### src/hdl/ntc_ti_pkg.sv
// shared types, widths and codes of the thermistor table interpolator
package ntc_ti_pkg;

  // fixed field widths
  localparam int ENTRY_W  = 24;
  localparam int SERIES_W = 20;
  localparam int FIRST_W  = 8;
  localparam int STEP_W   = 5;
  localparam int TEMP_W   = 21;
  localparam int INDEX_W  = 6;
  localparam int SAMPLE_W = 12;
  localparam int CFG_IDX_W = 2;
  // interpolated fraction: at most 31 * 256
  localparam int QUOT_W   = 13;
  // width of the temperature sum before clamping
  localparam int TCALC_W  = 24;

  typedef logic [1:0] status_t;
  localparam status_t STATUS_OK     = 2'd0;
  localparam status_t STATUS_RANGE  = 2'd1;
  localparam status_t STATUS_ZERO   = 2'd2;
  localparam status_t STATUS_LOADED = 2'd3;

  typedef logic [CFG_IDX_W-1:0] cfg_idx_t;
  localparam cfg_idx_t CFG_SERIES = 2'd0;
  localparam cfg_idx_t CFG_FIRST  = 2'd1;
  localparam cfg_idx_t CFG_STEP   = 2'd2;

  localparam logic        CMD_LOAD    = 1'b0;
  localparam logic        CMD_CONVERT = 1'b1;

  localparam logic [SERIES_W-1:0] SERIES_RESET = 20'd12000;
  localparam logic [STEP_W-1:0]   STEP_RESET   = 5'd1;

  localparam logic signed [TEMP_W-1:0]  ERROR_TEMP_Q8 = -21'sd25344;
  localparam logic signed [TCALC_W-1:0] Q8_MAX = 24'sd1048575;
  localparam logic signed [TCALC_W-1:0] Q8_MIN = -24'sd1048576;

  // top level sequencer
  typedef enum logic [5:0] {
    S_IDLE  = 6'b000001,
    S_NUM   = 6'b000010,
    S_LDNUM = 6'b000100,
    S_SCAN  = 6'b001000,
    S_DIVGO = 6'b010000,
    S_DIVW  = 6'b100000
  } seq_state_t;

  // divider sequencer
  typedef enum logic [2:0] {
    D_IDLE = 3'b001,
    D_MUL  = 3'b010,
    D_DIV  = 3'b100
  } div_state_t;

endpackage

### src/hdl/ntc_ti_div.sv
// shift-add scaling and restoring division for the interpolation fraction
module ntc_ti_div import ntc_ti_pkg::*; #(
  parameter int PROD_W = 37
) (
  input  logic              clk,
  input  logic              rst_n,
  input  logic              start,
  input  logic [PROD_W-1:0] diff,
  input  logic [PROD_W-1:0] span,
  input  logic [STEP_W-1:0] step,
  output logic              done,
  output logic [QUOT_W-1:0] quot
);

  localparam int ACC_W = PROD_W + STEP_W;
  localparam int DIV_W = PROD_W + QUOT_W;

  div_state_t          st_r;
  logic [3:0]          cnt_r;
  logic [STEP_W-1:0]   step_r;
  logic [PROD_W-1:0]   diff_r;
  logic [ACC_W-1:0]    acc_r;
  logic [ACC_W-1:0]    acc_nxt;
  logic [DIV_W-1:0]    rem_r;
  logic [DIV_W-1:0]    den_r;
  logic [QUOT_W-1:0]   q_r;
  logic                done_r;

  // one step of diff * step, msb of step first
  always_comb begin
    acc_nxt = {acc_r[ACC_W-2:0], 1'b0};
    if (step_r[cnt_r[2:0]]) begin
      acc_nxt = acc_nxt + ACC_W'(diff_r);
    end
  end

  // sequencer and datapath
  always_ff @(posedge clk) begin
    if (!rst_n) begin
      st_r   <= D_IDLE;
      done_r <= 1'b0;
      cnt_r  <= '0;
    end else begin
      unique case (st_r)
        D_IDLE: begin
          done_r <= 1'b0;
          if (start) begin
            step_r <= step;
            diff_r <= diff;
            acc_r  <= '0;
            den_r  <= DIV_W'(span) << (QUOT_W - 1);
            cnt_r  <= 4'(STEP_W - 1);
            st_r   <= D_MUL;
          end
        end
        D_MUL: begin
          done_r <= 1'b0;
          acc_r  <= acc_nxt;
          if (cnt_r == 4'd0) begin
            rem_r <= {acc_nxt, 8'b0};
            q_r   <= '0;
            cnt_r <= 4'(QUOT_W - 1);
            st_r  <= D_DIV;
          end else begin
            cnt_r <= cnt_r - 4'd1;
          end
        end
        D_DIV: begin
          // one quotient bit per cycle
          if (rem_r >= den_r) begin
            rem_r <= rem_r - den_r;
            q_r   <= {q_r[QUOT_W-2:0], 1'b1};
          end else begin
            q_r   <= {q_r[QUOT_W-2:0], 1'b0};
          end
          den_r <= den_r >> 1;
          if (cnt_r == 4'd0) begin
            done_r <= 1'b1;
            st_r   <= D_IDLE;
          end else begin
            done_r <= 1'b0;
            cnt_r  <= cnt_r - 4'd1;
          end
        end
        default: begin
          done_r <= 1'b0;
          st_r   <= D_IDLE;
        end
      endcase
    end
  end

  assign done = done_r;
  assign quot = q_r;

endmodule

### src/hdl/ntc_table_interpolator.sv
// thermistor table interpolator: table store, scan sequencer and result stage
//
//  channel  ports                                  handshake
//  in       in_cmd in_entry_index in_entry_ohms    start, accepted while busy low
//           in_adc_code
//  out      out_temperature_q8 out_status          out_valid strobe, one cycle
//  cfg      cfg_index cfg_wdata                    cfg_we, no wait
//
// a load beat or a zero sample gives its result in the cycle after acceptance
// and leaves busy low. a conversion keeps busy high while it scans the table,
// one table entry per cycle through the single memory read port and the shared
// multiplier, then runs the scaling and division steps of the divider.
// a sample outside the table ends once the last entry has been compared.
// reset is synchronous and leaves the table contents unknown until loaded.
// the receiver cannot stall; each result is shown for exactly one cycle.
module ntc_table_interpolator import ntc_ti_pkg::*; #(
  parameter int TABLE_DEPTH = 64,
  parameter int ADC_BITS    = 12
) (
  input  logic                     clk,
  input  logic                     rst_n,
  input  logic                     start,
  output logic                     busy,
  input  logic                     in_cmd,
  input  logic [INDEX_W-1:0]       in_entry_index,
  input  logic [ENTRY_W-1:0]       in_entry_ohms,
  input  logic [SAMPLE_W-1:0]      in_adc_code,
  output logic                     out_valid,
  output logic signed [TEMP_W-1:0] out_temperature_q8,
  output status_t                  out_status,
  input  logic                     cfg_we,
  input  cfg_idx_t                 cfg_index,
  input  logic [SERIES_W-1:0]      cfg_wdata
);

  localparam int IDX_W  = $clog2(TABLE_DEPTH);
  localparam int CNT_W  = IDX_W + 1;
  localparam int MB_W   = ADC_BITS + 1;
  localparam int PROD_W = ENTRY_W + MB_W;
  localparam logic [IDX_W-1:0] LAST_IDX = IDX_W'(TABLE_DEPTH - 1);
  localparam logic [MB_W-1:0]  FULL     = MB_W'(1) << ADC_BITS;

  seq_state_t st_r;
  seq_state_t st_nxt;

  logic [SERIES_W-1:0]       series_r;
  logic signed [FIRST_W-1:0] first_r;
  logic [STEP_W-1:0]         step_r;

  logic [ENTRY_W-1:0]  tbl_mem [TABLE_DEPTH];
  logic [ENTRY_W-1:0]  rd_data_r;
  logic [IDX_W-1:0]    rd_addr;
  logic [CNT_W-1:0]    rd_ptr_r;
  logic                issue;
  logic                rv_r;
  logic [IDX_W-1:0]    ri_r;
  logic                pv_r;
  logic [IDX_W-1:0]    pi_r;

  logic [ADC_BITS-1:0] code_r;
  logic [ADC_BITS-1:0] in_code;
  logic [ENTRY_W-1:0]  mul_a;
  logic [MB_W-1:0]     mul_b;
  logic [PROD_W-1:0]   mul_p_r;
  logic [PROD_W-1:0]   num_r;
  logic [PROD_W-1:0]   hi_prev_r;
  logic                prev_gt_r;
  logic                cur_gt;
  logic                match;
  logic [IDX_W-1:0]    i_r;
  logic [PROD_W-1:0]   diff_r;
  logic [PROD_W-1:0]   span_r;

  logic                div_done;
  logic [QUOT_W-1:0]   div_quot;

  logic                accept;
  logic                out_valid_r;
  logic signed [TEMP_W-1:0] out_temp_r;
  status_t             out_status_r;

  logic [IDX_W+STEP_W-1:0]    istep;
  logic signed [TCALC_W-1:0]  t_sum;
  logic signed [TCALC_W-1:0]  t_clamp;

  assign accept  = start && st_r == S_IDLE;
  assign busy    = st_r != S_IDLE;
  assign in_code = ADC_BITS'(in_adc_code);

  // configuration registers
  always_ff @(posedge clk) begin
    if (!rst_n) begin
      series_r <= SERIES_RESET;
      first_r  <= '0;
      step_r   <= STEP_RESET;
    end else if (cfg_we) begin
      unique case (cfg_index)
        CFG_SERIES: series_r <= cfg_wdata;
        CFG_FIRST:  first_r  <= FIRST_W'(cfg_wdata);
        CFG_STEP:   step_r   <= STEP_W'(cfg_wdata);
        default: ;
      endcase
    end
  end

  // table store: written by load beats, read one entry per cycle in the scan
  assign issue   = (st_r == S_LDNUM || st_r == S_SCAN) && rd_ptr_r < CNT_W'(TABLE_DEPTH);
  assign rd_addr = rd_ptr_r[IDX_W-1:0];

  always_ff @(posedge clk) begin
    if (accept && in_cmd == CMD_LOAD && 32'(in_entry_index) < TABLE_DEPTH) begin
      tbl_mem[IDX_W'(in_entry_index)] <= in_entry_ohms;
    end
    rd_data_r <= tbl_mem[rd_addr];
  end

  // shared multiplier: series * (full - code), then entry * code
  always_comb begin
    if (st_r == S_NUM) begin
      mul_a = ENTRY_W'(series_r);
      mul_b = FULL - MB_W'(code_r);
    end else begin
      mul_a = rd_data_r;
      mul_b = MB_W'(code_r);
    end
  end

  always_ff @(posedge clk) begin
    mul_p_r <= mul_a * mul_b;
  end

  // bracket test on the entry whose product is ready
  assign cur_gt = mul_p_r > num_r;
  assign match  = pv_r && pi_r != '0 && prev_gt_r && !cur_gt;

  // sequencer
  always_comb begin
    st_nxt = st_r;
    unique case (st_r)
      S_IDLE: begin
        if (accept && in_cmd == CMD_CONVERT && in_code != '0) begin
          st_nxt = S_NUM;
        end
      end
      S_NUM:   st_nxt = S_LDNUM;
      S_LDNUM: st_nxt = S_SCAN;
      S_SCAN: begin
        if (match) begin
          st_nxt = S_DIVGO;
        end else if (pv_r && pi_r == LAST_IDX) begin
          st_nxt = S_IDLE;
        end
      end
      S_DIVGO: st_nxt = S_DIVW;
      S_DIVW: begin
        if (div_done) begin
          st_nxt = S_IDLE;
        end
      end
      default: st_nxt = S_IDLE;
    endcase
  end

  always_ff @(posedge clk) begin
    if (!rst_n) begin
      st_r <= S_IDLE;
    end else begin
      st_r <= st_nxt;
    end
  end

  // scan pipeline: read, multiply, compare
  always_ff @(posedge clk) begin
    if (!rst_n) begin
      rv_r <= 1'b0;
      pv_r <= 1'b0;
    end else begin
      rv_r <= issue;
      pv_r <= rv_r && st_r == S_SCAN;
    end
    ri_r <= rd_addr;
    pi_r <= ri_r;
    if (accept) begin
      code_r <= in_code;
    end
    if (st_r == S_NUM) begin
      rd_ptr_r  <= '0;
      prev_gt_r <= 1'b0;
    end else if (issue) begin
      rd_ptr_r <= rd_ptr_r + CNT_W'(1);
    end
    if (st_r == S_LDNUM) begin
      num_r <= mul_p_r;
    end
    if (st_r == S_SCAN && pv_r) begin
      prev_gt_r <= cur_gt;
      hi_prev_r <= mul_p_r;
    end
    if (match) begin
      i_r    <= pi_r - IDX_W'(1);
      diff_r <= hi_prev_r - num_r;
      span_r <= hi_prev_r - mul_p_r;
    end
  end

  ntc_ti_div #(
    .PROD_W (PROD_W)
  ) u_div (
    .clk   (clk),
    .rst_n (rst_n),
    .start (st_r == S_DIVGO),
    .diff  (diff_r),
    .span  (span_r),
    .step  (step_r),
    .done  (div_done),
    .quot  (div_quot)
  );

  // temperature of the bracket plus the interpolated fraction, clamped
  always_comb begin
    istep = i_r * step_r;
    t_sum = (TCALC_W'(first_r) + $signed(TCALC_W'(istep))) <<< 8;
    t_sum = t_sum + $signed(TCALC_W'(div_quot));
    if (t_sum > Q8_MAX) begin
      t_clamp = Q8_MAX;
    end else if (t_sum < Q8_MIN) begin
      t_clamp = Q8_MIN;
    end else begin
      t_clamp = t_sum;
    end
  end

  // result beat
  always_ff @(posedge clk) begin
    if (!rst_n) begin
      out_valid_r <= 1'b0;
    end else begin
      priority if (accept && in_cmd == CMD_LOAD) begin
        out_valid_r  <= 1'b1;
        out_temp_r   <= '0;
        out_status_r <= STATUS_LOADED;
      end else if (accept && in_code == '0) begin
        out_valid_r  <= 1'b1;
        out_temp_r   <= ERROR_TEMP_Q8;
        out_status_r <= STATUS_ZERO;
      end else if (st_r == S_SCAN && !match && pv_r && pi_r == LAST_IDX) begin
        out_valid_r  <= 1'b1;
        out_temp_r   <= ERROR_TEMP_Q8;
        out_status_r <= STATUS_RANGE;
      end else if (st_r == S_DIVW && div_done) begin
        out_valid_r  <= 1'b1;
        out_temp_r   <= TEMP_W'(t_clamp);
        out_status_r <= STATUS_OK;
      end else begin
        out_valid_r <= 1'b0;
      end
    end
  end

  assign out_valid          = out_valid_r;
  assign out_temperature_q8 = out_temp_r;
  assign out_status         = out_status_r;

endmodule

### config.mk
export PLATFORM = sky130hd
export DESIGN_NAME = ntc_table_interpolator
export DESIGN_NICKNAME = d
export VERILOG_FILES = /design/src/hdl/ntc_ti_pkg.sv /design/src/hdl/ntc_ti_div.sv /design/src/hdl/ntc_table_interpolator.sv
export SDC_FILE = /design/constraint.sdc
export NUM_CORES = 2
export LEC_CHECK = 0
export CORE_MARGIN = 3
export CORE_UTILIZATION = 40
export DETAILED_ROUTE_END_ITERATION = 8
export DONT_BUFFER_PORTS = 1
export PLACE_DENSITY = 0.57
export SLEW_MARGIN = 10
export SYNTH_ARGS = -nofsm -noshare
export SYNTH_HDL_FRONTEND = slang
export SYNTH_HIERARCHICAL = 1
export SYNTH_SLANG_ARGS = --single-unit
### constraint.sdc
create_clock -name clk -period 15.8 [get_ports clk]
set_input_delay 1.58 -clock clk [delete_from_list [all_inputs] [get_ports clk]]
set_output_delay 1.58 -clock clk [all_outputs]
set_load 0.03 [all_outputs]
==> summary.txt <==
Place
  • Cells after DPL: 9,277
  • Setup Slack @ Placement: 7.891 ns
  • Detailed Place HPWL: 162,100 um
  • Post-DP Area: 101,400 sq um
  • Placer congestion estimate: 0.8516
  • PortBufs: 0

Logic synthesis
  • Post-Syn Area per Cell: 15.59 sq um
  • Compound-cell area share of the yosys netlist: 5.509%
  • Synth unique cells: 105
  • Cell area after synthesis: 97,340 sq um
  • Yosys warning count: 6
  • Post-synthesis cell count: 6,243
  • Multiplexer share of the synthesized area: 12.31%
  • Top cells by area, synth: edfxtp_1, mux4_2, fa_1
  • Ys flop type: edfxtp_1
  • Synth async-reset ratio: 0%
  • Synth Area in Adders: 9.435%
  • Area share of xor/xnor cells in the synthesized design: 1.746%
  • #FFs+latches synth: 2,051
  • Simple-Gate Fraction of Synth Area: 6.284%
  • EDFF count, synth: 1,921
  • Top cell type's share of synthesized area: 59.26%
  • Largest family of logic cells by synthesized area: multiplexers
  • Largest area contributor in the netlist: edfxtp_1
  • Seq/Total Area, Yosys: 61.93%

Global routing
  • Initial antenna violation count: 15
  • Global-route layer with the greatest usage: met2
  • Grt ovf: 0
  • GR Layer Usage met1: 26.75%
  • Met2 usage: 34.93%
  • Vias in the first global route: 54,810
  • First-pass GRT wire length: 373,600 um
  • GR Util met3: 2.921%
  • GRT Total Usage: 20.34%
  • Largest net degree at the start of global routing: 127

Setup path
  • Worst r2r src: code_r[0]$_DFFE_PP_
  • Worst reg2reg path depth: 24
  • CP Data Arrival Time: 8.64 ns
  • Req. time, crit path: 16.48 ns
  • Startpoint type of the worst setup path: flip-flop
  • CP startpoint: code_r[0]$_DFFE_PP_
  • Critical path peak fanout: 20
  • CP Capture Type: flip-flop
  • Critical path class: reg -> reg

Min path
  • Hold Startpoint: ri_r[3]$_DFF_P_
  • Min-delay worst type: reg -> reg
  • Hold depth: 0

Clock network
  • CTS Buf Count: 214
  • Hold_buf cts: 0
  • Root buffer cell: clkbuf_16
  • Cts repair resizes: 0
  • Later-pin clock latency in the skew report: 0.88 ns
  • CTS tree: done
  • Clk sinks: 2,051
  • H-Tree Depth: 4
  • Postcts setup bufs: 0
  • CTS Buffer Depth: 3
  • Clock transition at path regs: 0.06 ns

Status
  • Status: completed

Finish
  • Layout Nets: 6,955
  • Area growth syn-to-layout: 11.63%
  • Layout cell share with drive strength beyond 1: 16.16%
  • Final instance area: 108,700 sq um
  • Final Util: 45.05%
  • Final cell count without fillers: 9,695

Power and ir drop
  • Net Sw Frac: 34.45%
  • Max VDD drop: 353.9 uV
  • NetSw: 6.391 mW
  • Total chip power: 18.55 mW
  • Power Density: 170.7 nW/um^2
  • Sequential share of power: 34.2%
  • Leak Pwr: 37.70 nW
  • Comb power frac: 38.3%
  • Internal cell power: 12.16 mW
  • Clock power share: 27.5%

Floorplan
  • Std-Cell Rows: 180
  • DIE HEIGHT: 499.3 um
  • Die ar.: 249,300 sq um
  • Io pins: 94
  • Die Width: 499.3 um
  • Core area: 241,200 sq um
  • Starting Density: 40.36%

Drt
  • Drt pass-1 iters: 6
  • Vias after detailed routing: 53,860
  • WL final: 256,200 um
  • Antenna-violating nets left: 0
  • Initial DRC count: 4,919
  • Routed wire per std cell: 26.43 um
  • DRC: 0
  • Via density per instance: 5.555

Flow run
  • Maxcap violations: 0

Timing
  • Worst relative slew slack: 18.14%
  • Fin Hold WS: 0.3257 ns
  • Worst-Margin Slew: 1.225 ns
  • Slew Viols, Final: 0
  • Tmin final: 7.960 ns
  • Final Cycle Share: 50.38%
  • Setup_tns: 0 ns
  • Hold Vio Cnt, Final: 0
  • Clock Skews: 0.1175 ns
  • RSZ-0062 raised after global routing: false
  • Final setup fails: 0
  • Max Fclk: 125.6 MHz
  • Setup ws final: 7.840 ns
[area by class of cell]
cell class | instances | area [sq um]
flip-flops and latches | 2051 | 60300
diodes | 13 | 32.53
well taps | 3185 | 3985
clock inverters | 137 | 1613
clock buffers | 268 | 5618
fillers | 21010 | 132500
repair buffers | 99 | 768.2
multi-input cells | 3500 | 34690
inverters | 442 | 1660
[flip-flops by register name, indices dropped and copies added (netlist names), 4 cells and up]
register,cells
st_r,6
hi_prev_r,37
pi_r,6
u_div/diff_r,37
out_temperature_q8,21
mul_p_r,37
u_div/step_r,5
step_r,5
u_div/rem_r,50
span_r,37
u_div/acc_r,41
tbl_mem,1536
code_r,12
rd_data_r,24
ri_r,6
u_div/quot,13
series_r,20
u_div/cnt_r,4
u_div/den_r,49
num_r,37
diff_r,37
rd_ptr_r,7
first_r,8
i_r,6
[worst max-delay path, stage by stage, from the launching register on]
cell      delay (ns)
edfxtp_1        0.79
clkinv_1        0.72
ha_1            0.50
nand3b_1        0.16
o21ai_0         0.11
xor2_1          0.15
buf_4           0.28
nor2_1          0.10
fa_1            0.52
inv_1           0.06
fa_1            0.56
fa_1            0.44
fa_1            0.50
inv_1           0.05
fa_1            0.46
ha_1            0.36
and3_1          0.26
a221oi_1        0.27
o21ai_0         0.15
a221oi_1        0.37
a21boi_1        0.15
or2_1           0.28
a21o_1          0.20
a211o_1         0.28
xor2_1          0.14
[layout by cell type, fill, tap and decap left out, types with 125 or more instances in the layout]
cell / netlist / layout
ha_1: 318 / 318
nand2_1: 513 / 512
nor2_1: 391 / 325
fa_1: 260 / 260
mux4_2: 504 / 504
a21oi_1: 232 / 232
edfxtp_1: 1921 / 1921
dfxtp_1: 130 / 125
inv_1: 441 / 440
clkbuf_16: 0 / 214
o21ai_0: 171 / 171
[path summary, 6_finish.rpt]
| kind | to | slack (ns) |
|---|---|---|
| min reg2reg | pi_r[3]$_DFF_P_ | 0.33 |
| max reg2reg | mul_p_r[29]$_DFF_P_ | 7.84 |
| max | mul_p_r[29]$_DFF_P_ | 7.84 |
| min | pi_r[3]$_DFF_P_ | 0.33 |
[layer usage]
metal | wire (um) | share of wire (%) | vias up
met5 | 12 | 0.0047 | -
met4 | 8273 | 3.2 | 2
met3 | 13720 | 5.4 | 355
met2 | 130000 | 51 | 1541
met1 | 104200 | 41 | 28170
li1 | - | - | 23790
[cells in the mapped netlist, drive strengths merged, types with 60 or more instances]
| master | count |
|---|---|
| edfxtp | 1921 |
| nand2 | 513 |
| mux4 | 504 |
| inv | 441 |
| nor2 | 393 |
| ha | 318 |
| fa | 260 |
| a21oi | 232 |
| o21ai | 179 |
| clkbuf | 175 |
| dfxtp | 130 |
| xnor2 | 120 |
| a21o | 113 |
| buf | 77 |
| xor2 | 74 |
| nand3 | 61 |
| mux2i | 60 |
[power by group through the flow]
stage	Sequential [mW]	Combinational, mW	Clock, mW
global placement	6.46	7.08	0
detailed placement	6.46	7.15	0
floorplan	6.35	5.34	0
CTS	6.35	7.18	5.22
finish	6.34	7.11	5.10
global route	6.35	8.01	5.44
[cells by family after synthesis]
group	count (synthesis)
flops	2051
simple gates	1345
compound gates	812
buf+inv	694
fa+ha+maj	578
mux	567
xor+xnor	194
other cells	2
(Power assumes the default switching activity.)
